### src/hw/rtl/sdt_pkg.sv
`timescale 1ns / 1ps
// shared types, constants and keyword table for the sql ddl tokenizer
// no dependencies; imported by every module of the block

package sdt_pkg;

    // sizes
    localparam int KW_ENTRIES            = 101;
    localparam int KW_CHARS              = 11;
    localparam int DEF_MAX_KEYWORD_CHARS = 11;
    localparam int DEF_COUNT_WIDTH       = 16;
    localparam int DEF_QUEUE_DEPTH       = 4;
    localparam int EVENTS_PER_BUNDLE     = 3;

    // token kinds
    localparam logic [3:0] KIND_IDENT    = 4'd0;
    localparam logic [3:0] KIND_KEYWORD  = 4'd1;
    localparam logic [3:0] KIND_NUMBER   = 4'd2;
    localparam logic [3:0] KIND_STRING   = 4'd3;
    localparam logic [3:0] KIND_LPAREN   = 4'd4;
    localparam logic [3:0] KIND_RPAREN   = 4'd5;
    localparam logic [3:0] KIND_COMMA    = 4'd6;
    localparam logic [3:0] KIND_SEMI     = 4'd7;
    localparam logic [3:0] KIND_DOT      = 4'd8;
    localparam logic [3:0] KIND_EQUAL    = 4'd9;
    localparam logic [3:0] KIND_LBRACKET = 4'd10;
    localparam logic [3:0] KIND_RBRACKET = 4'd11;
    localparam logic [3:0] KIND_DCOLON   = 4'd12;
    localparam logic [3:0] KIND_END      = 4'd13;
    localparam logic [3:0] KIND_ERROR    = 4'd14;

    // error codes
    localparam logic [1:0] ERR_NONE  = 2'd0;
    localparam logic [1:0] ERR_QID   = 2'd1;
    localparam logic [1:0] ERR_STR   = 2'd2;
    localparam logic [1:0] ERR_CHAR  = 2'd3;

    // scanner modes
    typedef enum logic [4:0] {
        SCAN_IDLE,
        SCAN_DASH,
        SCAN_SLASH,
        SCAN_COLON,
        SCAN_NUMDOT,
        SCAN_IDENT,
        SCAN_INT,
        SCAN_FRAC,
        SCAN_EXP0,
        SCAN_EXPD,
        SCAN_QID,
        SCAN_QIDEND,
        SCAN_STR,
        SCAN_STRESC,
        SCAN_STREND,
        SCAN_LINECMT,
        SCAN_BLOCK,
        SCAN_BLOCKSTAR
    } t_scan_mode;

    // input item
    typedef struct packed {
        logic [7:0] text_byte;
        logic       end_of_text;
    } t_tok_in;

    // result item
    typedef struct packed {
        logic [3:0]  token_kind;
        logic [6:0]  keyword_index;
        logic [31:0] start_offset;
        logic [15:0] token_length;
        logic [15:0] start_line;
        logic [15:0] start_column;
        logic [1:0]  error_code;
        logic [7:0]  bad_char;
        logic        last_of_run;
    } t_tok_out;

    // all events caused by one input byte
    typedef struct packed {
        t_tok_out [EVENTS_PER_BUNDLE-1:0] ev;
        logic [1:0]                       cnt;
    } t_bundle;

    // keyword table, alphabetical, right aligned in each entry
    localparam logic [8*KW_CHARS-1:0] KW_TABLE [KW_ENTRIES] = '{
        "action", "all", "alter", "always", "as", "asc", "by", "cache", "cascade",
        "check", "collate", "comments", "commit", "compression", "constraint",
        "constraints", "create", "cycle", "default", "defaults", "deferrable",
        "deferred", "delete", "desc", "distinct", "drop", "enforced", "exclude",
        "excluding", "exists", "extended", "external", "first", "for", "foreign",
        "from", "full", "generated", "global", "hash", "identity", "if",
        "immediate", "in", "include", "including", "increment", "indexes",
        "inherit", "inherits", "initially", "key", "last", "like", "list", "local",
        "main", "match", "maxvalue", "minvalue", "modulus", "no", "not", "null",
        "nulls", "of", "oids", "on", "overlaps", "owned", "partial", "partition",
        "period", "plain", "preserve", "primary", "range", "references",
        "remainder", "restrict", "rows", "set", "simple", "start", "statistics",
        "storage", "stored", "table", "tablespace", "temp", "temporary", "to",
        "unique", "unlogged", "update", "using", "values", "virtual", "where",
        "with", "without"
    };

    // keyword length in characters
    function automatic int kw_len(input int k);
        logic [8*KW_CHARS-1:0] e;
        int n;
        e = KW_TABLE[k];
        n = 0;
        for (int p = 0; p < KW_CHARS; p++) begin
            if (e[8*p +: 8] != 8'd0) begin
                n = p + 1;
            end
        end
        return n;
    endfunction

    // character at a position of a keyword, zero past its end
    function automatic logic [7:0] kw_char(input int k, input logic [3:0] pos);
        logic [8*KW_CHARS-1:0] e;
        int l;
        e = KW_TABLE[k];
        l = kw_len(k);
        if (int'(pos) >= l) begin
            return 8'd0;
        end
        return e[8*(l - 1 - int'(pos)) +: 8];
    endfunction

    // character classes
    function automatic logic is_digit(input logic [7:0] c);
        return (c >= "0") && (c <= "9");
    endfunction

    function automatic logic is_alpha(input logic [7:0] c);
        return ((c >= "a") && (c <= "z")) || ((c >= "A") && (c <= "Z"));
    endfunction

    function automatic logic is_word(input logic [7:0] c);
        return is_alpha(c) || is_digit(c) || (c == "_");
    endfunction

    // punctuation kind, error kind when not punctuation
    function automatic logic [3:0] punct_kind(input logic [7:0] c);
        logic [3:0] k;
        case (c)
            "(":     k = KIND_LPAREN;
            ")":     k = KIND_RPAREN;
            ",":     k = KIND_COMMA;
            ";":     k = KIND_SEMI;
            ".":     k = KIND_DOT;
            "=":     k = KIND_EQUAL;
            "[":     k = KIND_LBRACKET;
            "]":     k = KIND_RBRACKET;
            default: k = KIND_ERROR;
        endcase
        return k;
    endfunction

endpackage

### src/hw/rtl/sdt_back.sv
`timescale 1ns / 1ps
// event back end: walks each bundle and hands events to the output register
// depends on sdt_pkg

module sdt_back import sdt_pkg::*; (
    input  logic     i_clk,
    input  logic     i_rst_n,
    input  logic     i_empty,
    input  t_bundle  i_head,
    output logic     o_pop,
    output logic     o_out_valid,
    input  logic     i_out_ready,
    output t_tok_out o_out_data
);

    logic [1:0] r_sub;
    logic       r_valid;
    t_tok_out   r_data;
    logic       take;
    logic       at_last;

    // load output register when it is empty or its transfer completes
    assign take    = !i_empty && (!r_valid || i_out_ready);
    assign at_last = (r_sub == (i_head.cnt - 2'd1));
    assign o_pop   = take && at_last;

    always_ff @(posedge i_clk) begin
        if (!i_rst_n) begin
            r_valid <= 1'b0;
            r_sub   <= 2'd0;
        end else begin
            if (take) begin
                r_valid <= 1'b1;
                r_sub   <= at_last ? 2'd0 : r_sub + 2'd1;
            end else if (i_out_ready) begin
                r_valid <= 1'b0;
            end
        end
    end

    // output payload
    always_ff @(posedge i_clk) begin
        if (take) begin
            r_data <= i_head.ev[r_sub];
        end
    end

    assign o_out_valid = r_valid;
    assign o_out_data  = r_data;

endmodule

### config.mk
export PLATFORM = sky130hd
export DESIGN_NAME = sdt_back
export DESIGN_NICKNAME = d
export VERILOG_FILES = /design/src/hw/rtl/sdt_pkg.sv /design/src/hw/rtl/sdt_back.sv
export SDC_FILE = /design/constraint.sdc
export NUM_CORES = 1
export LEC_CHECK = 0
export BUFFER_PORTS_ARGS = -buffer_cell sky130_fd_sc_hd__buf_4
export CELL_PAD_IN_SITES_DETAIL_PLACEMENT = 1
export CELL_PAD_IN_SITES_GLOBAL_PLACEMENT = 1
export CORE_AREA = 10 10 155 157
export CTS_BUF_LIST = sky130_fd_sc_hd__clkbuf_2 sky130_fd_sc_hd__clkbuf_4 sky130_fd_sc_hd__clkbuf_8
export CTS_CLUSTER_SIZE = 25
export DETAILED_ROUTE_END_ITERATION = 6
export DIE_AREA = 0 0 165 167
export GPL_TIMING_DRIVEN = 0
export MAX_ROUTING_LAYER = met4
export PLACE_DENSITY_LB_ADDON = 0.08
export SLEW_MARGIN = 20
export SYNTH_ARGS = -nofsm -noshare
export SYNTH_HDL_FRONTEND = slang
export SYNTH_SLANG_ARGS = --single-unit
### constraint.sdc
create_clock -name i_clk -period 5.9 [get_ports i_clk]
set_clock_uncertainty 0.05 [all_clocks]
set_input_delay 0.59 -clock i_clk [delete_from_list [all_inputs] [get_ports i_clk]]
set_output_delay 0.59 -clock i_clk [all_outputs]
set_load 0.005 [all_outputs]
-- Yosys cells after proc, flatten, opt, wreduce, memory -nomap -nowiden
Index checks and enable logic that the tools add are counted.
- output and inout port bits: 104
- register bits after elaboration: 105
- equality and inequality tests: 1
- $add $sub $neg: 2
- mux-type cells: 5
- reduce and logical (&&, ||, !) cells: 6
- magnitude comparators: 1
- operator list (cell ; count):
    $bmux W102 S2 ; 1
    $mux W102 ; 1
    $lt A2 B3 Y1 const B ; 1
    $add A2 B1 Y2 const B ; 1
    $eq A2 B2 Y1 ; 1
    $logic_and A1 B1 Y1 ; 2
    $logic_not A1 Y1 ; 2
    $mux W1 ; 2
    $mux W2 ; 1
    $reduce_bool A2 Y1 ; 1
    $sub A2 B1 Y2 const B ; 1
    $logic_or A1 B1 Y1 ; 1

-- Logic depth before layout (Yosys ltp)
Gate-level depths: netlist (run 1).
- word-level depth: 4
- mapped depth: 6
- mapped depth without buffers: 3

-- Least setup slack after synthesis (run 1)
No wires, ideal clock.
- kind: input to output
- start point: input i_out_ready
- end point: output o_pop
- buffers on the path: 0
- slack: -0.143 ns
- data required time: 5.260 ns
- arrival time: 5.403 ns
- cell stages on the path: 3
- cell sequence: nor2b_1 -> nor2_1 -> a21boi_1
- longest elaborated chain between the ends: 3
- ends and longest elaborated chain (element ; line ; source):
    start: declaration ; sdt_back.sv:12 ; input logic i_out_ready,
    $logic_or A1 B1 Y1 ; sdt_back.sv:23 ; assign take = !i_empty && (!r_valid || i_out_ready);
    $logic_and A1 B1 Y1 ; sdt_back.sv:23 ;
    net take ; sdt_back.sv:19 ; logic take;
    $logic_and A1 B1 Y1 ; sdt_back.sv:25 ; assign o_pop = take && at_last;
    end: declaration ; sdt_back.sv:10 ; output logic o_pop,
The timed path passes the listed nets, and every way through them passes these cells.

-- Final worst setup path (run 1)
- start point: register r_sub[1]
- end point: output o_pop
- longest elaborated chain between the ends: 2
- ends and longest elaborated chain (element ; line ; source):
    start: declaration ; sdt_back.sv:16 ; logic [1:0] r_sub;
    start signal: assignment ; sdt_back.sv:34 ; r_sub <= at_last ? 2'd0 : r_sub + 2'd1;
    $eq A2 B2 Y1 ; sdt_back.sv:24 ; assign at_last = (r_sub == (i_head.cnt - 2'd1));
    $logic_and A1 B1 Y1 ; sdt_back.sv:25 ;
Every way passes these cells.

==> results of run 1 <==
per-stage QoR:
stage	instance area (um2)	utilization (%)
2_1_floorplan	5356	-
3_3_place_gp	8816	42.34
3_5_place_dp	8916	42.82
4_1_cts	9104	43.72
5_1_grt	9104	43.72
6_report	9104	43.72
report_power, final:
group,total (W),internal (W),switching (W)
sequential,0.000920,0.000903,0.0000175
clock,0.000459,0.000199,0.000260
combinational,0.000488,0.000286,0.000202
per-layer routing:
layer | global-route usage, % | vias to the layer above
met4 | 4.545 | 0
met2 | 33.51 | 260
met3 | 7.742 | 16
met5 | - | -
li1 | - | 2544
met1 | 18.01 | 2455
registers in the layout, indices dropped and copies added (netlist names):
register and cells:
o_out_data 102, o_out_valid 1, r_sub 2
layout make-up:
class | count | area, um2
Multi-Input combinational cell | 322 | 2036
Clock inverter | 5 | 56.30
Fill cell | 2403 | 11720
Clock buffer | 10 | 131.4
Timing Repair Buffer | 419 | 3211
Buffer | 34 | 195.2
Tap cell | 275 | 344.1
Sequential cell | 105 | 3123
Inverter | 2 | 7.507
cells in the final DEF (no fill, tap or decap), types with 3 or more instances in the layout:
cell type  count
clkbuf_1       5
edfxtp_1     102
buf_4        425
mux2i_1      102
dfxtp_1        3
o21ai_1      103
buf_2         18
clkbuf_8       9
nand2_1      102
cell families (layout without fill, tap and decap cells):
kind of cell           after synthesis  in the layout  synth area share, %
flip-flops                         105            105                58.33
AND/OR/NAND/NOR                    108            108                7.876
AO/OA/AOI/OAI                      111            111                10.77
multiplexers                       102            102                19.07
buffers and inverters               36            470                3.786
XOR/XNOR                             1              1               0.1636
worst max-delay path, delay by kind of cell (launching register included):
| kind | cells | cell delay [ps] |
|---|---|---|
| compound gates | 1 | 130 |
| xor+xnor | 1 | 120 |
| buf+inv | 2 | 370 |
| flops | 1 | 540 |
| simple gates | 1 | 360 |
worst max-delay path by stage:
stage	endpoint	slack, ps	cells past startpoint	from
final	o_pop	3370	5	r_sub[1]
after global routing	o_pop	3190	5	r_sub[1]
after CTS	o_pop	3260	5	r_sub[1]
after detailed placement	o_pop	3420	6	i_out_ready
after global placement	o_pop	40	5	i_out_ready
after floorplan	o_pop	1590	3	i_out_ready
==> results.json, run 1 <==
{
  "top_layer_used": "met4",
  "cts_root_buf": "clkbuf_8",
  "max_freq_mhz": 394.9,
  "vias_per_cell": 4.501,
  "clock_latency_ps": 370,
  "hold_end": "o_out_valid",
  "synth_top_area_cell": "edfxtp_1",
  "routed_wl_mm": 26.12,
  "antenna_cells": 0,
  "cts_hold_buf": 0,
  "wl_met1_mm": 9.182,
  "setup_violations": 0,
  "crit_chain": "buf_6 > xnor2_1 > or3b_1 > a21boi_1 > buf_4",
  "worstMarginPinSlew_ps": 587.8,
  "avgSynthCellArea_um2": 11.56,
  "fin_crit_sh_pct": 42.92,
  "finalPower_w": 0.001868,
  "worst_ep_required_time_ps": 5260,
  "io_pins": 416,
  "met2WireLength_mm": 13.87,
  "reg2reg_to": "o_out_data[67]",
  "pre_cts_ws_ps": 3422,
  "post-synth-top-count-cell": "o21ai_1",
  "synth-seq-cells": 105,
  "ys.flop_type": "edfxtp_1",
  "worstPathArrival_ps": 1890,
  "dp.cells": 1157,
  "layout-area-overhead-vs-synth_pct": 70.04,
  "outcome": "completed",
  "port_buffers": 415,
  "rr_worst_depth": 5,
  "drv_slew": 0,
  "antenna_left": 0,
  "reg2reg_setup_slack_ps": 4080,
  "finalSetupTns_ps": 0,
  "final_nets": 1205,
  "relSlewSlack_pct": 60.82,
  "cap_viol_max_count": 0,
  "die_area_um2": 27560,
  "drc": 0,
  "synthTopCellsByArea": "edfxtp_1, mux2i_1, o21ai_1",
  "vias": 5275,
  "antenna_found_initial": 0,
  "clkTransAtPathRegs_ps": 100,
  "post-cts-setup-buffers": 0,
  "synth_edf_count": 102,
  "post_synth_num_cell_types": 23,
  "ys_async_sr_fraction_pct": 0,
  "start_util_pct": 25.71,
  "fp.coreArea_um2": 20820,
  "hold_start": "i_rst_n",
  "cts_tree": "built",
  "holdWs_ps": 410.9,
  "synthCells": 463,
  "r2r-start": "r_sub[0]",
  "synth_top_area_share_pct": 57.21,
  "overflow": 0,
  "die-height_um": 167,
  "hold_viol_final": 0,
  "cts_buffers": 9,
  "syn_area_um2": 5354,
  "path_max_fanout": 10,
  "worst_slack_ps": 3368,
  "wl_per_cell_um": 22.28,
  "h-tree-depth": 3,
  "cp-start-kind": "flop",
  "critPathSlowestCell": "dfxtp_1",
  "layout-drive-gt1-share_pct": 51.73,
  "track_usage_pct": 18.64,
  "gp_congestion": 0.8656,
  "cp-end-kind": "output pin",
  "min_path_type": "input pin to flop",
  "cts_resized": 0,
  "leakage_nw": 3.864,
  "power_density_nw_per_um2": 205.2,
  "final_cells": 1172,
  "worstSetupPathType": "flop to output pin",
  "met3RoutedLength_mm": 2.767,
  "first_global_vias": 5927,
  "syn_nets": 775,
  "yosysSeqAreaShare_pct": 58.33,
  "dp_hpwl_mm": 22.22,
  "min_period_ps": 2532,
  "rows": 53,
  "min_delay_path_depth": 2,
  "grt_pass1_wl_mm": 37.20,
  "clockBufferDepth": 2,
  "ys.warnings.count": 0,
  "clock_sinks": 105,
  "slowest_delay_ps": 540,
  "first_pass_iters": 6,
  "vdd_drop_max_mv": 0.08721,
  "drt_iter0_markers": 224,
  "rsz0062_at_grt": "no",
  "chipWidth_um": 165,
  "netlist_top_cells_count": "o21ai_1, edfxtp_1, mux2i_1, nand2_1, buf_2",
  "grt_max_degree": 28
}
(Power assumes the default switching activity.)
==> inputs of run 2 (changes only) <==
--- a/config.mk
+++ b/config.mk
@@ -8,11 +8,11 @@
 export BUFFER_PORTS_ARGS = -buffer_cell sky130_fd_sc_hd__buf_4
 export CELL_PAD_IN_SITES_DETAIL_PLACEMENT = 1
 export CELL_PAD_IN_SITES_GLOBAL_PLACEMENT = 1
-export CORE_AREA = 10 10 155 157
+export CORE_AREA = 10 10 151 153
 export CTS_BUF_LIST = sky130_fd_sc_hd__clkbuf_2 sky130_fd_sc_hd__clkbuf_4 sky130_fd_sc_hd__clkbuf_8
 export CTS_CLUSTER_SIZE = 25
 export DETAILED_ROUTE_END_ITERATION = 6
-export DIE_AREA = 0 0 165 167
+export DIE_AREA = 0 0 161 163
 export GPL_TIMING_DRIVEN = 0
 export MAX_ROUTING_LAYER = met4
 export PLACE_DENSITY_LB_ADDON = 0.08
==> constraint.sdc (replaced) <==
create_clock -name i_clk -period 2.6 [get_ports i_clk]
set_clock_uncertainty 0.05 [all_clocks]
set_input_delay 0.26 -clock i_clk [delete_from_list [all_inputs] [get_ports i_clk]]
set_output_delay 0.26 -clock i_clk [all_outputs]
set_load 0.005 [all_outputs]
==> results.json, run 2 (synthesized netlist as in run 1, its figures left out) <==
{
  "outcome": "completed",
  "clock_sinks": 105,
  "vias_per_cell": 4.525,
  "rsz0062_at_grt": "no",
  "wl_per_cell_um": 22.48,
  "mostFrequentLayoutCell": "buf_4",
  "final_cell_mix": "buf_4, o21ai_1, mux2i_1, nand2_1, edfxtp_1",
  "track_usage_pct": 19.66,
  "final_cells": 1167,
  "dp.cells": 1153,
  "path_max_fanout": 10,
  "power_density_nw_per_um2": 482.0,
  "antenna_left": 0,
  "worstPathArrival_ps": 1890,
  "fin_crit_sh_pct": 84.75,
  "cts_root_buf": "clkbuf_8",
  "cts_tree": "built",
  "reg2reg_setup_slack_ps": 630,
  "leakage_nw": 3.897,
  "die-height_um": 163,
  "max_freq_mhz": 453.8,
  "clkTransAtPathRegs_ps": 90,
  "port_buffers": 415,
  "relSlewSlack_pct": 66.50,
  "fp.coreArea_um2": 19910,
  "cp-end-kind": "output pin",
  "die_area_um2": 26240,
  "holdWs_ps": 86.30,
  "dp_hpwl_mm": 22.31,
  "power_switching_w": 0.001079,
  "vdd_drop_max_mv": 0.2237,
  "cts_hold_buf": 0,
  "overflow": 0,
  "drv_slew": 0,
  "dpl_cell_area_um2": 8950,
  "worst_ep_required_time_ps": 2290,
  "grt_pass1_wl_mm": 37.78,
  "first_global_vias": 6245,
  "antenna_cells": 0,
  "p_sw_share_pct": 24.40,
  "seqPwrFrac_pct": 47.3,
  "setup_violations": 0,
  "vias": 5281,
  "h-tree-depth": 3,
  "worstSetupPathType": "flop to output pin",
  "clock_latency_ps": 360,
  "cts_buffers": 9,
  "grt_max_degree": 27,
  "cap_viol_max_count": 0,
  "start_util_pct": 26.89,
  "cp-start-kind": "flop",
  "pwr-share-comb_pct": 25.3,
  "worstMarginPinSlew_ps": 502.5,
  "first_pass_iters": 6,
  "layout-area-overhead-vs-synth_pct": 71.37,
  "layout-drive-gt1-share_pct": 51.95,
  "routed_wl_mm": 26.24,
  "largest_reg_flops": 102,
  "gp_congestion": 0.8648,
  "intPower_w": 0.003343,
  "min_period_ps": 2204,
  "io_pins": 416,
  "hold_viol_final": 0,
  "cts_resized": 0,
  "rows": 52,
  "min_path_type": "input pin to flop",
  "clockBufferDepth": 2,
  "final_nets": 1206,
  "antenna_found_initial": 0,
  "clkPwrFrac_pct": 27.4,
  "chipWidth_um": 161,
  "drc": 0,
  "finalPower_w": 0.004422,
  "drt_iter0_markers": 155,
  "post-cts-setup-buffers": 0,
  "fin_area_um2": 9175
}
run 2: changes by cell type in the layout (fill, tap and decap cells not counted), sizes merged:
cell,delta
buf,+1
bufinv,+2
clkinvlp,-1
inv,-1
clkinv,-1
run 2: stage by stage:
step / utilization [%] / TNS, ps / setup slack, ps
floorplan: - / -29.01 / -29.01
global placement: 44.34 / -62020 / -955.6
detailed placement: 44.95 / 0 / 623.7
CTS: 46.08 / 0 / 321.6
global route: 46.08 / 0 / 271.0
finish: 46.08 / 0 / 396.5
run 2: power groups by stage:
stage / logic, W / registers (W) / clock network (W)
2_1_floorplan: 0.000358 / 0.00215 / 0
6_report: 0.00112 / 0.00209 / 0.00121
5_1_grt: 0.00122 / 0.00211 / 0.00130
3_5_place_dp: 0.00114 / 0.00213 / 0
3_3_place_gp: 0.00109 / 0.00213 / 0
4_1_cts: 0.00114 / 0.00209 / 0.00125
run 2: final timing paths:
check / cells after the start / from / to
hold reg to reg: 2 / o_out_valid / o_out_valid
setup reg to reg: 6 / o_out_valid / o_out_data[24]
setup / recovery: 5 / r_sub[1] / o_pop
hold / removal: 2 / i_rst_n / o_out_valid
run 2: area by class of cell:
class	count	area (um2)
fill	2283	10730
timing repair buffer	420	3238
sequential	105	3124
multi-input combinational	322	2047
tap	270	337.8
buffer	34	195.2
clock buffer	10	131.4
clock inverter	4	93.84
inverter	2	7.507
run 2: worst max-delay path, stage by stage, from the launching register on:
cell	delay, ps
dfxtp_1	550
buf_6	210
xnor2_1	110
or3b_1	370
a21boi_2	140
buf_4	140
run 2: layer usage:
layer  vias up  GRT usage (%)  routed length, um
li1       2545              -                  -
met1      2456          18.66               8983
met2       250          36.05              14210
met3        30          7.634               2457
met4         0          5.955                582
met5         -              -                  0
